**src/rtl/scc_pkg.sv**
```systemverilog
// Shared types for the sector cache tag and replacement block:
// request and result beats, controller states, command and status groups.
// No dependencies.
`timescale 1ns / 1ps
`default_nettype none

package scc_pkg;

    localparam int NUM_SLOTS_DEF = 64;
    localparam int SLOT_W        = 6;
    localparam int SECTOR_W      = 32;

    typedef enum logic [1:0] {
        OP_READ     = 2'd0,
        OP_WRITE    = 2'd1,
        OP_PREFETCH = 2'd2,
        OP_FLUSH    = 2'd3
    } t_op;

    typedef struct packed {
        t_op                 operation;
        logic [SECTOR_W-1:0] sector;
    } t_req;

    typedef struct packed {
        logic                hit;
        logic [SLOT_W-1:0]   slot;
        logic                need_fill;
        logic [SECTOR_W-1:0] fill_sector;
        logic                need_write_back;
        logic [SECTOR_W-1:0] write_sector;
        logic                last;
    } t_res;

    typedef enum logic [2:0] {
        ST_IDLE,
        ST_SEARCH,
        ST_SCAN,
        ST_VICTIM,
        ST_FLUSH
    } t_state;

    // controller -> datapath
    typedef struct packed {
        logic load;        // capture request, clear index
        logic rd_en;       // read tag at index
        logic idx_inc;     // plain index advance
        logic idx_clr;
        logic hit_done;    // report hit from read stage
        logic fill_new;    // fill next free slot
        logic scan_clear;  // clear accessed mark at index, advance with wrap
        logic evict;       // replace victim held in read stage
        logic flush_run;
        logic flush_end;
    } t_cmd;

    // datapath -> controller
    typedef struct packed {
        logic idx_lt_used;
        logic match;
        logic rd_vld;
        logic full;
        logic acc_at_idx;
    } t_sts;

endpackage

`default_nettype wire

```
**src/rtl/scc_ctrl.sv**
```systemverilog
// Controller state machine of the sector cache block.
// Drives t_cmd to the datapath from t_sts; depends on scc_pkg.
`timescale 1ns / 1ps
`default_nettype none

module scc_ctrl
    import scc_pkg::*;
(
    input  wire  logic i_clk,
    input  wire  logic i_rst_n,
    input  wire  logic i_start,
    input  wire  t_op  i_op,
    input  wire  t_sts i_sts,
    output t_cmd       o_cmd,
    output logic       o_busy
);

    t_state r_state, n_state;

    always_ff @(posedge i_clk) begin
        if (!i_rst_n) begin
            r_state <= ST_IDLE;
        end else begin
            r_state <= n_state;
        end
    end

    always_comb begin
        n_state = r_state;
        o_cmd   = '0;
        o_busy  = 1'b1;
        case (r_state)
            ST_IDLE: begin
                o_busy = 1'b0;
                if (i_start) begin
                    o_cmd.load = 1'b1;
                    n_state    = (i_op == OP_FLUSH) ? ST_FLUSH : ST_SEARCH;
                end
            end
            ST_SEARCH: begin
                if (i_sts.match) begin
                    o_cmd.hit_done = 1'b1;
                    n_state        = ST_IDLE;
                end else if (i_sts.idx_lt_used) begin
                    o_cmd.rd_en   = 1'b1;
                    o_cmd.idx_inc = 1'b1;
                end else if (!i_sts.rd_vld) begin
                    if (i_sts.full) begin
                        o_cmd.idx_clr = 1'b1;
                        n_state       = ST_SCAN;
                    end else begin
                        o_cmd.fill_new = 1'b1;
                        n_state        = ST_IDLE;
                    end
                end
            end
            ST_SCAN: begin
                // second chance: drop the mark and move on, else take this slot
                if (i_sts.acc_at_idx) begin
                    o_cmd.scan_clear = 1'b1;
                end else begin
                    o_cmd.rd_en = 1'b1;
                    n_state     = ST_VICTIM;
                end
            end
            ST_VICTIM: begin
                o_cmd.evict = 1'b1;
                n_state     = ST_IDLE;
            end
            ST_FLUSH: begin
                o_cmd.flush_run = 1'b1;
                if (i_sts.idx_lt_used) begin
                    o_cmd.rd_en   = 1'b1;
                    o_cmd.idx_inc = 1'b1;
                end else if (!i_sts.rd_vld) begin
                    o_cmd.flush_end = 1'b1;
                    n_state         = ST_IDLE;
                end
            end
            default: begin
                n_state = ST_IDLE;
            end
        endcase
    end

endmodule

`default_nettype wire

```
**src/rtl/scc_datapath.sv**
```systemverilog
// Datapath of the sector cache block: tag memory, accessed and dirty marks,
// fill count, scan index, read stage and result register. Depends on scc_pkg.
`timescale 1ns / 1ps
`default_nettype none

module scc_datapath
    import scc_pkg::*;
#(
    parameter int NUM_SLOTS = NUM_SLOTS_DEF
) (
    input  wire  logic i_clk,
    input  wire  logic i_rst_n,
    input  wire  t_req i_req,
    input  wire  t_cmd i_cmd,
    output t_sts       o_sts,
    output logic       o_res_valid,
    output t_res       o_res
);

    localparam int SW = $clog2(NUM_SLOTS);
    localparam int CW = $clog2(NUM_SLOTS + 1);

    logic [SECTOR_W-1:0] r_mem [NUM_SLOTS];

    logic [SECTOR_W-1:0]  r_target;
    t_op                  r_op;
    logic [CW-1:0]        r_idx;
    logic [CW-1:0]        r_used;
    logic [NUM_SLOTS-1:0] r_acc;
    logic [NUM_SLOTS-1:0] r_dirty;

    logic                 r_rd_vld;
    logic [SECTOR_W-1:0]  r_rd_data;
    logic [SW-1:0]        r_rd_idx;
    logic                 r_rd_dirty;

    logic                 r_pend_vld;
    logic [SW-1:0]        r_pend_slot;
    logic [SECTOR_W-1:0]  r_pend_sec;

    logic                 r_res_vld;
    t_res                 r_res;

    logic [SW-1:0]        idx_s;
    logic [SW-1:0]        used_s;
    logic                 wr_en;
    logic [SW-1:0]        wr_addr;
    logic                 flush_hit;

    assign idx_s     = r_idx[SW-1:0];
    assign used_s    = r_used[SW-1:0];
    assign wr_en     = i_cmd.fill_new | i_cmd.evict;
    assign wr_addr   = i_cmd.fill_new ? used_s : r_rd_idx;
    assign flush_hit = i_cmd.flush_run & r_rd_vld & r_rd_dirty;

    assign o_sts.idx_lt_used = (r_idx < r_used);
    assign o_sts.match       = r_rd_vld & (r_rd_data == r_target);
    assign o_sts.rd_vld      = r_rd_vld;
    assign o_sts.full        = (r_used == CW'(NUM_SLOTS));
    assign o_sts.acc_at_idx  = r_acc[idx_s];

    // tag memory
    always_ff @(posedge i_clk) begin
        if (wr_en) begin
            r_mem[wr_addr] <= r_target;
        end
        if (i_cmd.rd_en) begin
            r_rd_data <= r_mem[idx_s];
        end
    end

    always_ff @(posedge i_clk) begin
        if (i_cmd.load) begin
            r_target <= (i_req.operation == OP_PREFETCH) ? i_req.sector + 32'd1
                                                         : i_req.sector;
            r_op     <= i_req.operation;
        end
        if (i_cmd.rd_en) begin
            r_rd_idx   <= idx_s;
            r_rd_dirty <= r_dirty[idx_s];
        end
        if (flush_hit) begin
            r_pend_slot <= r_rd_idx;
            r_pend_sec  <= r_rd_data;
        end
    end

    always_ff @(posedge i_clk) begin
        if (!i_rst_n) begin
            r_idx      <= '0;
            r_used     <= '0;
            r_acc      <= '0;
            r_dirty    <= '0;
            r_rd_vld   <= 1'b0;
            r_pend_vld <= 1'b0;
            r_res_vld  <= 1'b0;
        end else begin
            r_rd_vld  <= i_cmd.rd_en;
            r_res_vld <= 1'b0;

            if (i_cmd.load || i_cmd.idx_clr) begin
                r_idx <= '0;
            end else if (i_cmd.idx_inc) begin
                r_idx <= r_idx + CW'(1);
            end else if (i_cmd.scan_clear) begin
                r_idx <= (idx_s == SW'(NUM_SLOTS - 1)) ? '0 : r_idx + CW'(1);
            end

            if (i_cmd.load) begin
                r_pend_vld <= 1'b0;
            end

            if (i_cmd.scan_clear) begin
                r_acc[idx_s] <= 1'b0;
            end

            // flush: clear the dirty mark as it is read
            if (i_cmd.flush_run && i_cmd.rd_en) begin
                r_dirty[idx_s] <= 1'b0;
            end

            if (i_cmd.hit_done) begin
                if (r_op != OP_PREFETCH) begin
                    r_acc[r_rd_idx] <= 1'b1;
                end
                if (r_op == OP_WRITE) begin
                    r_dirty[r_rd_idx] <= 1'b1;
                end
                r_res_vld <= 1'b1;
                r_res     <= '{hit: 1'b1, slot: SLOT_W'(r_rd_idx), need_fill: 1'b0,
                               fill_sector: '0, need_write_back: 1'b0,
                               write_sector: '0, last: 1'b1};
            end

            if (i_cmd.fill_new) begin
                r_acc[used_s]   <= 1'b1;
                r_dirty[used_s] <= (r_op == OP_WRITE);
                r_used          <= r_used + CW'(1);
                r_res_vld       <= 1'b1;
                r_res           <= '{hit: 1'b0, slot: SLOT_W'(used_s), need_fill: 1'b1,
                                     fill_sector: r_target, need_write_back: 1'b0,
                                     write_sector: '0, last: 1'b1};
            end

            if (i_cmd.evict) begin
                r_acc[r_rd_idx]   <= 1'b1;
                r_dirty[r_rd_idx] <= (r_op == OP_WRITE);
                r_res_vld         <= 1'b1;
                r_res             <= '{hit: 1'b0, slot: SLOT_W'(r_rd_idx), need_fill: 1'b1,
                                       fill_sector: r_target,
                                       need_write_back: r_dirty[r_rd_idx],
                                       write_sector: r_dirty[r_rd_idx] ? r_rd_data : '0,
                                       last: 1'b1};
            end

            // hold one dirty entry back so the final one can carry last
            if (flush_hit) begin
                r_pend_vld <= 1'b1;
                if (r_pend_vld) begin
                    r_res_vld <= 1'b1;
                    r_res     <= '{hit: 1'b0, slot: SLOT_W'(r_pend_slot), need_fill: 1'b0,
                                   fill_sector: '0, need_write_back: 1'b1,
                                   write_sector: r_pend_sec, last: 1'b0};
                end
            end

            if (i_cmd.flush_end) begin
                r_res_vld  <= 1'b1;
                r_pend_vld <= 1'b0;
                if (r_pend_vld) begin
                    r_res <= '{hit: 1'b0, slot: SLOT_W'(r_pend_slot), need_fill: 1'b0,
                               fill_sector: '0, need_write_back: 1'b1,
                               write_sector: r_pend_sec, last: 1'b1};
                end else begin
                    r_res <= '{hit: 1'b0, slot: '0, need_fill: 1'b0, fill_sector: '0,
                               need_write_back: 1'b0, write_sector: '0, last: 1'b1};
                end
            end
        end
    end

    assign o_res_valid = r_res_vld;
    assign o_res       = r_res;

endmodule

`default_nettype wire

```
**src/rtl/sector_cache_clock_replacement.sv**
```systemverilog
// Top level of the sector cache tag and replacement block (second-chance).
// Instantiates scc_ctrl and scc_datapath; depends on scc_pkg.
//
//   channel   ports                      beat moves when
//   request   i_start, i_req, o_busy     i_start high and o_busy low
//   result    o_res_valid, o_res         o_res_valid high (one cycle each)
//
// One request at a time. Tags sit in a single-port memory read one slot per
// cycle, so a lookup reads the slots in use in order until one matches; a
// miss on a full cache adds the second-chance scan of up to NUM_SLOTS + 1
// slots plus one victim read. A flush reads every slot in use.
// Reset clears fill count and marks at once; tags need no clearing.
// Results cannot be held off; each appears for one cycle.
`timescale 1ns / 1ps
`default_nettype none

module sector_cache_clock_replacement
    import scc_pkg::*;
#(
    parameter int NUM_SLOTS = NUM_SLOTS_DEF
) (
    input  wire  logic i_clk,
    input  wire  logic i_rst_n,
    input  wire  logic i_start,
    input  wire  t_req i_req,
    output logic       o_busy,
    output logic       o_res_valid,
    output t_res       o_res
);

    t_cmd cmd;
    t_sts sts;

    scc_ctrl u_ctrl (
        .i_clk   (i_clk),
        .i_rst_n (i_rst_n),
        .i_start (i_start),
        .i_op    (i_req.operation),
        .i_sts   (sts),
        .o_cmd   (cmd),
        .o_busy  (o_busy)
    );

    scc_datapath #(
        .NUM_SLOTS (NUM_SLOTS)
    ) u_datapath (
        .i_clk       (i_clk),
        .i_rst_n     (i_rst_n),
        .i_req       (i_req),
        .i_cmd       (cmd),
        .o_sts       (sts),
        .o_res_valid (o_res_valid),
        .o_res       (o_res)
    );

endmodule

`default_nettype wire
```
**config.mk**
```make
export PLATFORM = sky130hd
export DESIGN_NAME = sector_cache_clock_replacement
export DESIGN_NICKNAME = d
export VERILOG_FILES = /design/src/rtl/scc_pkg.sv /design/src/rtl/scc_ctrl.sv /design/src/rtl/scc_datapath.sv /design/src/rtl/sector_cache_clock_replacement.sv
export SDC_FILE = /design/constraint.sdc
export NUM_CORES = 2
export LEC_CHECK = 0
export BUFFER_PORTS_ARGS = -buffer_cell sky130_fd_sc_hd__buf_2
export CAP_MARGIN = 20
export CELL_PAD_IN_SITES_DETAIL_PLACEMENT = 1
export CELL_PAD_IN_SITES_GLOBAL_PLACEMENT = 1
export CORE_AREA = 8 8 459 461
export DETAILED_ROUTE_END_ITERATION = 8
export DIE_AREA = 0 0 467 469
export GPL_TIMING_DRIVEN = 0
export PLACE_DENSITY_LB_ADDON = 0.1
export SETUP_SLACK_MARGIN = 0.15
export SLEW_MARGIN = 25
export SYNTH_ARGS = -nofsm -noshare
export SYNTH_HDL_FRONTEND = slang
export SYNTH_SLANG_ARGS = --single-unit
```
**constraint.sdc**
```tcl
create_clock -name i_clk -period 4.9 [get_ports i_clk]
set_input_delay 0.98 -clock i_clk [delete_from_list [all_inputs] [get_ports i_clk]]
set_output_delay 0.98 -clock i_clk [all_outputs]
set_load 0.02 [all_outputs]
```
-- Word-level counts from Yosys, hierarchy flattened
Memory sizes are Yosys's and may differ from the RTL's. A register that Yosys moved wholly into a read port is not among the register bits.
Index checks and enable logic that the tools add are counted.
- register bits: 301
- RAM bits: 2048
- input bits: 37
- output and inout port bits: 76
- logic and storage cells: 158
- memories: 1
- $add $sub $neg: 3
- $lt $le $gt $ge: 7
- eq/ne operators: 17
- mux-type cells: 86
- bitwise gates (word level): 12
- reduce and logical (&&, ||, !) cells: 11
- memory list (memory ; words ; width ; read ports ; clocked after memory_dff ; wr ports ; RTL line ; text):
    u_datapath.r_mem ; 64 ; 32 ; 1 ; 1 ; 1 ; scc_datapath.sv:23 ; logic [SECTOR_W-1:0] r_mem [NUM_SLOTS];
- operators with widths (operator ; number):
    2-to-1 mux 64 bit ; 16
    2-to-1 mux 74 bit ; 6
    OR 64 bit ; 4
    bitwise AND 64 bit ; 2
    bitwise mux 64 bit ; 2
    2-to-1 mux 73 bit ; 1
    2-to-1 mux 32 bit ; 2
    NOT 64 bit ; 1
    2-to-1 mux 1 bit ; 33
    adder 32 x 1 -> 32 bit, second input constant ; 1
    == test 32 bit ; 1
    2-to-1 mux 3 bit ; 10
    < comparator 6 x 7 -> 1 bit, second input constant ; 3
    2-to-1 mux 7 bit ; 3
    binary-select mux 1 bit (select 6 bit) ; 3
    demux 1 bit (select 6 bit) ; 3
    greater-or-equal comparator 6 x 1 -> 1 bit, second input constant ; 3
    adder 7 x 1 -> 7 bit, second input constant ; 2
    one-hot mux 3 bit (4 select lines) ; 1
    != test 2 bit, second input constant ; 5
    == test 7 bit, second input constant ; 1
    < comparator 7 bit ; 1
    == test 3 x 2 -> 1 bit, second input constant ; 2
    == test 6 bit, second input constant ; 1
    18 further kinds ; 29

-- Longest topological paths before layout
- depth in word-level cells: 18
- mapped depth: 13
- gate-level depth less buffers: 9

-- By module
A second synthesis with hierarchy kept.
- cell total of the unflattened synthesis: 5849
- area, all modules: 95597.9 um^2
- modules (own cells, without submodules) (module ; instances ; cells each ; area an instance (um^2) ; sequential area each (um^2)):
    scc_datapath ; 1 ; 5808 ; 95312.7 ; 69957.1
    scc_ctrl ; 1 ; 41 ; 285.3 ; 60.1

-- Worst setup path after synthesis
OpenSTA, ideal clock, no wires.
- path kind: register -> register
- start point: register u_datapath.r_used[2]
- end point: memory u_datapath.r_mem[1][0], enable pin
- library setup time: 423 ps
- arrival: 4147 ps
- data required time: 4477 ps
- path slack: 331 ps
- stages on the path, launching flop included: 12
- buffers on the path: 3
- clock period less this slack: 4569 ps
- cells stage by stage: dfxtp_1 -> clkbuf_1 -> clkinv_1 -> ha_1 -> a21o_1 -> a31oi_1 -> o21a_1 -> buf_2 -> nor4b_1 -> a21oi_1 -> clkbuf_1 -> nor2_1
- longest elaborated chain between the ends: 9
- elaborated cells on any way between the ends: 11
- those cells by class: order compare (1); eq/ne (1); mux (8); bitwise (1)
- ends and longest elaborated chain (item ; RTL line ; text):
    start, declared ; scc_datapath.sv:28 ; logic [CW-1:0] r_used;
    start signal, assigned ; scc_datapath.sv:138 ; r_used <= r_used + CW'(1);
    parallel branches: the longest is 9 deep, another holds < comparator 7 bit ; -- ;
    end, declared ; scc_datapath.sv:23 ;
Several ways; the timed one is not identified.

-- Worst setup path in the final report
- start point: register u_datapath.r_idx[2]
- end point: register u_datapath.r_rd_data[5] (read register of u_datapath.r_mem) (data pin)
- longest elaborated chain between the ends: 4
- elaborated cells on any way between the ends: 7
- those cells by class: order compare (1); mux (6)
- ends and longest elaborated chain (item ; RTL line ; text):
    start, declared ; scc_datapath.sv:27 ; logic [CW-1:0] r_idx;
    start signal, assigned ; scc_datapath.sv:104 ; r_idx <= r_idx + CW'(1);
    start signal, assigned ; scc_datapath.sv:106 ; r_idx <= (idx_s == SW'(NUM_SLOTS - 1)) ? '0 : r_idx + CW'(1);
    binary-select mux 1 bit (select 6 bit) / < comparator 7 bit (equally long branches) ; scc_datapath.sv:60, scc_datapath.sv:56 ;
    2-to-1 mux 1 bit (not written as such) / 2-to-1 mux 2 bit (equally long branches) ; scc_datapath.sv:60, scc_ctrl.sv:44, scc_ctrl.sv:72 ;
    2-to-1 mux 1 bit / 2-to-1 mux 3 bit (equally long branches) ; scc_ctrl.sv:59, scc_ctrl.sv:41 ;
    one-hot mux 1 bit (3 select lines) ; scc_ctrl.sv:32 ; case (r_state)
    end, declared ; scc_datapath.sv:33 ; logic [SECTOR_W-1:0] r_rd_data;
Several ways; a longest one is shown, not always the timed one. The select of a mux whose other input is x is not followed.
A chain may end at the register's enable or synchronous reset.

==> summary.txt <==
Outcome
  – Outcome: finished, violations left
  – Failing checks: negative setup slack

Floorplan
  – Die ar.: 219000 um^2
  – Die Ht: 469 um
  – FP Rows: 166
  – Boundary Pins: 113
  – Starting Density: 44.7%
  – Die W: 467 um
  – Core Area: 203000 um^2

Global routing
  – Initial antenna violation count: 53
  – Pin count of the biggest net entering global routing: 50
  – First-pass GRT wire length: 624 mm
  – GR Util All Layers: 43.2%
  – Grt ovf: 0
  – Vias in the first global route: between 60000 and 70000

Timing
  – Final Max Slew Viols: 0
  – Tcrit/Tclk final: 103%
  – Setup violations, final: 10
  – RSZ-0062 raised after global routing: true
  – Post-Route Skew: 0.0445 ns
  – Hold Vio Cnt, Final: 0
  – Hold WS: 0.350 ns
  – Tmin final: 5.06 ns
  – Fmax: 198 MHz
  – Worst-margin pin slew: 1.25 ns
  – Final setup margin: -0.159 ns
  – Slew headroom: 16.7%

Place
  – Port bufs: ~110
  – Gp weighted congestion: 1.01
  – Dpl hpwl: 347 mm

Min path
  – Hold Crit Class: in -> reg

Synth
  – Synth Area per Inst: 16.5 um^2
  – Synth area leaders: edfxtp_1 74%, a22oi_1 7.1%, dfxtp_1 3.3%, a221oi_1 1.4%, a22o_1 1.4%
  – Synth top area share: 73.8%
  – Yosys top cell by area: edfxtp_1
  – Post-synthesis sequential area ratio: ~77%
  – Warnings, synthesis: 0
  – Post-synth EDFFs: ~2200
  – Synth Flop Type: edfxtp_1
  – Synthesized flop and latch total: ~2400
  – Post-synthesis cell type count: 85
  – Gate Count Post-Synth: roughly 5500
  – Syn nets: ~5600
  – Async SR Flop Fraction: 0%
  – Synthesized cell area: ~91000 um^2

Flow run
  – Maxcap violations: 0

Critical path
  – Crit path max-delay family: buffers and inverters
  – Crit-path max FO: 10
  – Buf+Inv Stages, Crit Path: 6
  – Crit path DAT: 5.80 ns
  – Crit path max-delay cell type: clkbuf_1
  – CP Class: reg -> reg
  – Critical Path Source Type: flop
  – Crit path capture type: flop
  – Worst EP required: 5.64 ns
  – Largest stage delay, worst path: 0.88 ns
  – Crit-path cells: buf_2 -> clkinv_2 -> nor3_2 -> clkbuf_2 -> clkbuf_4 -> clkbuf_1 -> a22oi_1 -> a31oi_1 -> nor4_4 -> buf_6 -> nand3_1

Clock tree
  – Clk buf depth: 3
  – H-tree levels: 4
  – Worst-skew pair later-pin latency: 0.93 ns
  – Clock root buffer: clkbuf_16
  – Clock sink total: 2381
  – CTS tree: yes
  – # hold bufs at CTS: 0
  – Clock-pin slew on the worst setup and hold paths: 0.06 ns
  – CTS Buf Count: 241

Drt
  – DRC viols: 0
  – Initial DRC count: 14200
  – Drt first pass iters: 6
  – Routed WL per cell: approximately 53 um
  – Post-Route WL: 487 mm
  – Vias per cell: 7.51
  – DR vias: 69400
  – Antenna-violating nets left: 0

Final layout
  – Final nets: about 6300
  – Area grow syn2layout: 23.9%
  – Filler cell count: approximately 18000
  – Multi-input logic area: approximately 20000 um^2
  – Register area: 70000 um^2
  – Layout cells sized above 1: between 20 and 25%

Power
  – Peak supply drop: 0.383 mV
  – Power Total: 45.1 mW
  – PwrDens: 401 nW/um^2
  – Leakage: 35.2 nW
-- kinds of logic after synthesis --
kind of cell    share of synthesized area, %
xor+xnor                               0.656
compound gates                          15.7
simple gates                            3.66
mux                                    0.766
buf+inv                                 2.00
fa+ha+maj                              0.138
flops                                   77.1
-- area by class of cell --
type	instances	area share (%)
antenna	47	0.105
timing repair buffer	542	7.79
inverter	26	0.105
buffer	417	1.99
clock buffer	299	5.67
multi-input combinational	2684	18.0
clock inverter	156	1.17
sequential	2381	62.2
tap	2688	2.99
-- cell usage in the layout, fill, tap and decap left out, types with 135 or more instances in the layout --
cell type and instances:
buf_2 179, nand2_1 135, dfxtp_1 147, a22o_1 141, a22oi_1 863, buf_16 136
clkbuf_1 144, clkbuf_2 171, a21oi_1 157, clkbuf_16 244, a221oi_1 143, edfxtp_1 2233
-- registers in the layout, summed over array words and instances, names as in the netlist, 3 cells and up --
name / count
u_datapath.r_acc: 64
u_datapath.r_rd_idx: 6
u_datapath.r_dirty: 64
u_datapath.r_used: 7
u_datapath.r_pend_sec: 32
u_datapath.r_mem: 2048
u_datapath.r_pend_slot: 6
u_datapath.r_idx: 7
u_datapath.o_res: 74
u_ctrl.r_state: 3
u_datapath.r_rd_data: 32
u_datapath.r_target: 32
-- metal layers --
metal | track usage, % | up-vias | routed length, um
met1 | 52.7 | 35400 | 161000
li1 | - | 24800 | -
met4 | 33.8 | 20 | 48300
met2 | 61.9 | 7182 | 203000
met3 | 16.0 | 1977 | 74600
met5 | 0.571 | - | 288
-- repair_timing --
item | in CTS | in global routing
resized for setup | 166 | 70
pin swaps | 17 | 13
setup endpoints to repair | 2118 | 538
hold endpoints to repair | 0 | 0
buffers inserted | 19 | 29
-- cell usage after synthesis (7+ instances only) --
master,number
o22ai_1,43
o21ai_0,36
dfxtp_1,148
xor2_1,29
clkbuf_8,7
a41oi_1,108
a32oi_1,10
nand2_1,140
o31ai_1,60
edfxtp_1,2233
a31oi_1,136
ha_1,10
o31a_1,9
o311ai_0,9
nor3_1,29
nand2b_1,15
nor4_1,45
nor3b_1,7
inv_1,23
a221oi_1,144
a21oi_1,169
o22a_1,55
buf_1,58
or2_2,16
nand4_1,79
nor2b_1,8
mux4_2,16
mux2_2,9
o211ai_1,35
o2bb2ai_1,7
buf_2,41
mux2i_1,22
and3_1,17
nor2_1,163
xnor2_1,39
nand3_1,85
a211oi_1,13
a22o_1,141
a22oi_1,864
clkbuf_1,307
o21a_1,7
and2_1,10
-- power breakdown --
group	internal, mW	switching [mW]
clock network	10.1	8.35
registers	22.9	0.285
logic	1.04	2.46
total	34.0	11.1
-- stage by stage --
stage | instance area, um^2 | setup TNS, ns | setup slack, ns | util (%) | std cells
2_1_floorplan | 90800 | 0 | 0.331 | - | 5508
3_3_place_gp | 94700 | -8260.90 | -5.10 | 46.6 | 8308
3_5_place_dp | 103000 | -884.49 | -1.23 | 50.9 | 8689
4_1_cts | 112000 | 0 | 0.0390 | 55.1 | 9163
5_1_grt | 112000 | 0 | 0.0686 | 55.3 | 9198
6_report | 113000 | -0.619 | -0.159 | 55.3 | 9240
-- final timing paths --
| kind | startpoint | slack (ns) | cells after the start | to |
|---|---|---|---|---|
| max | u_datapath.r_idx[2]$_SDFFE_PP0P_ | -0.16 | 11 | u_datapath.r_rd_data[5]$_DFFE_PN_ |
| max reg2reg | u_datapath.r_idx[2]$_SDFFE_PP0P_ | -0.16 | 11 | u_datapath.r_rd_data[5]$_DFFE_PN_ |
| min | i_req[33] | 0.35 | 1 | u_datapath.r_op[1]$_DFFE_PP_ |
| min reg2reg | u_datapath.r_rd_idx[3]$_DFFE_PN_ | 0.47 | 0 | u_datapath.r_pend_slot[3]$_DFFE_PP_ |
Power figures use the tool's default switching activity.
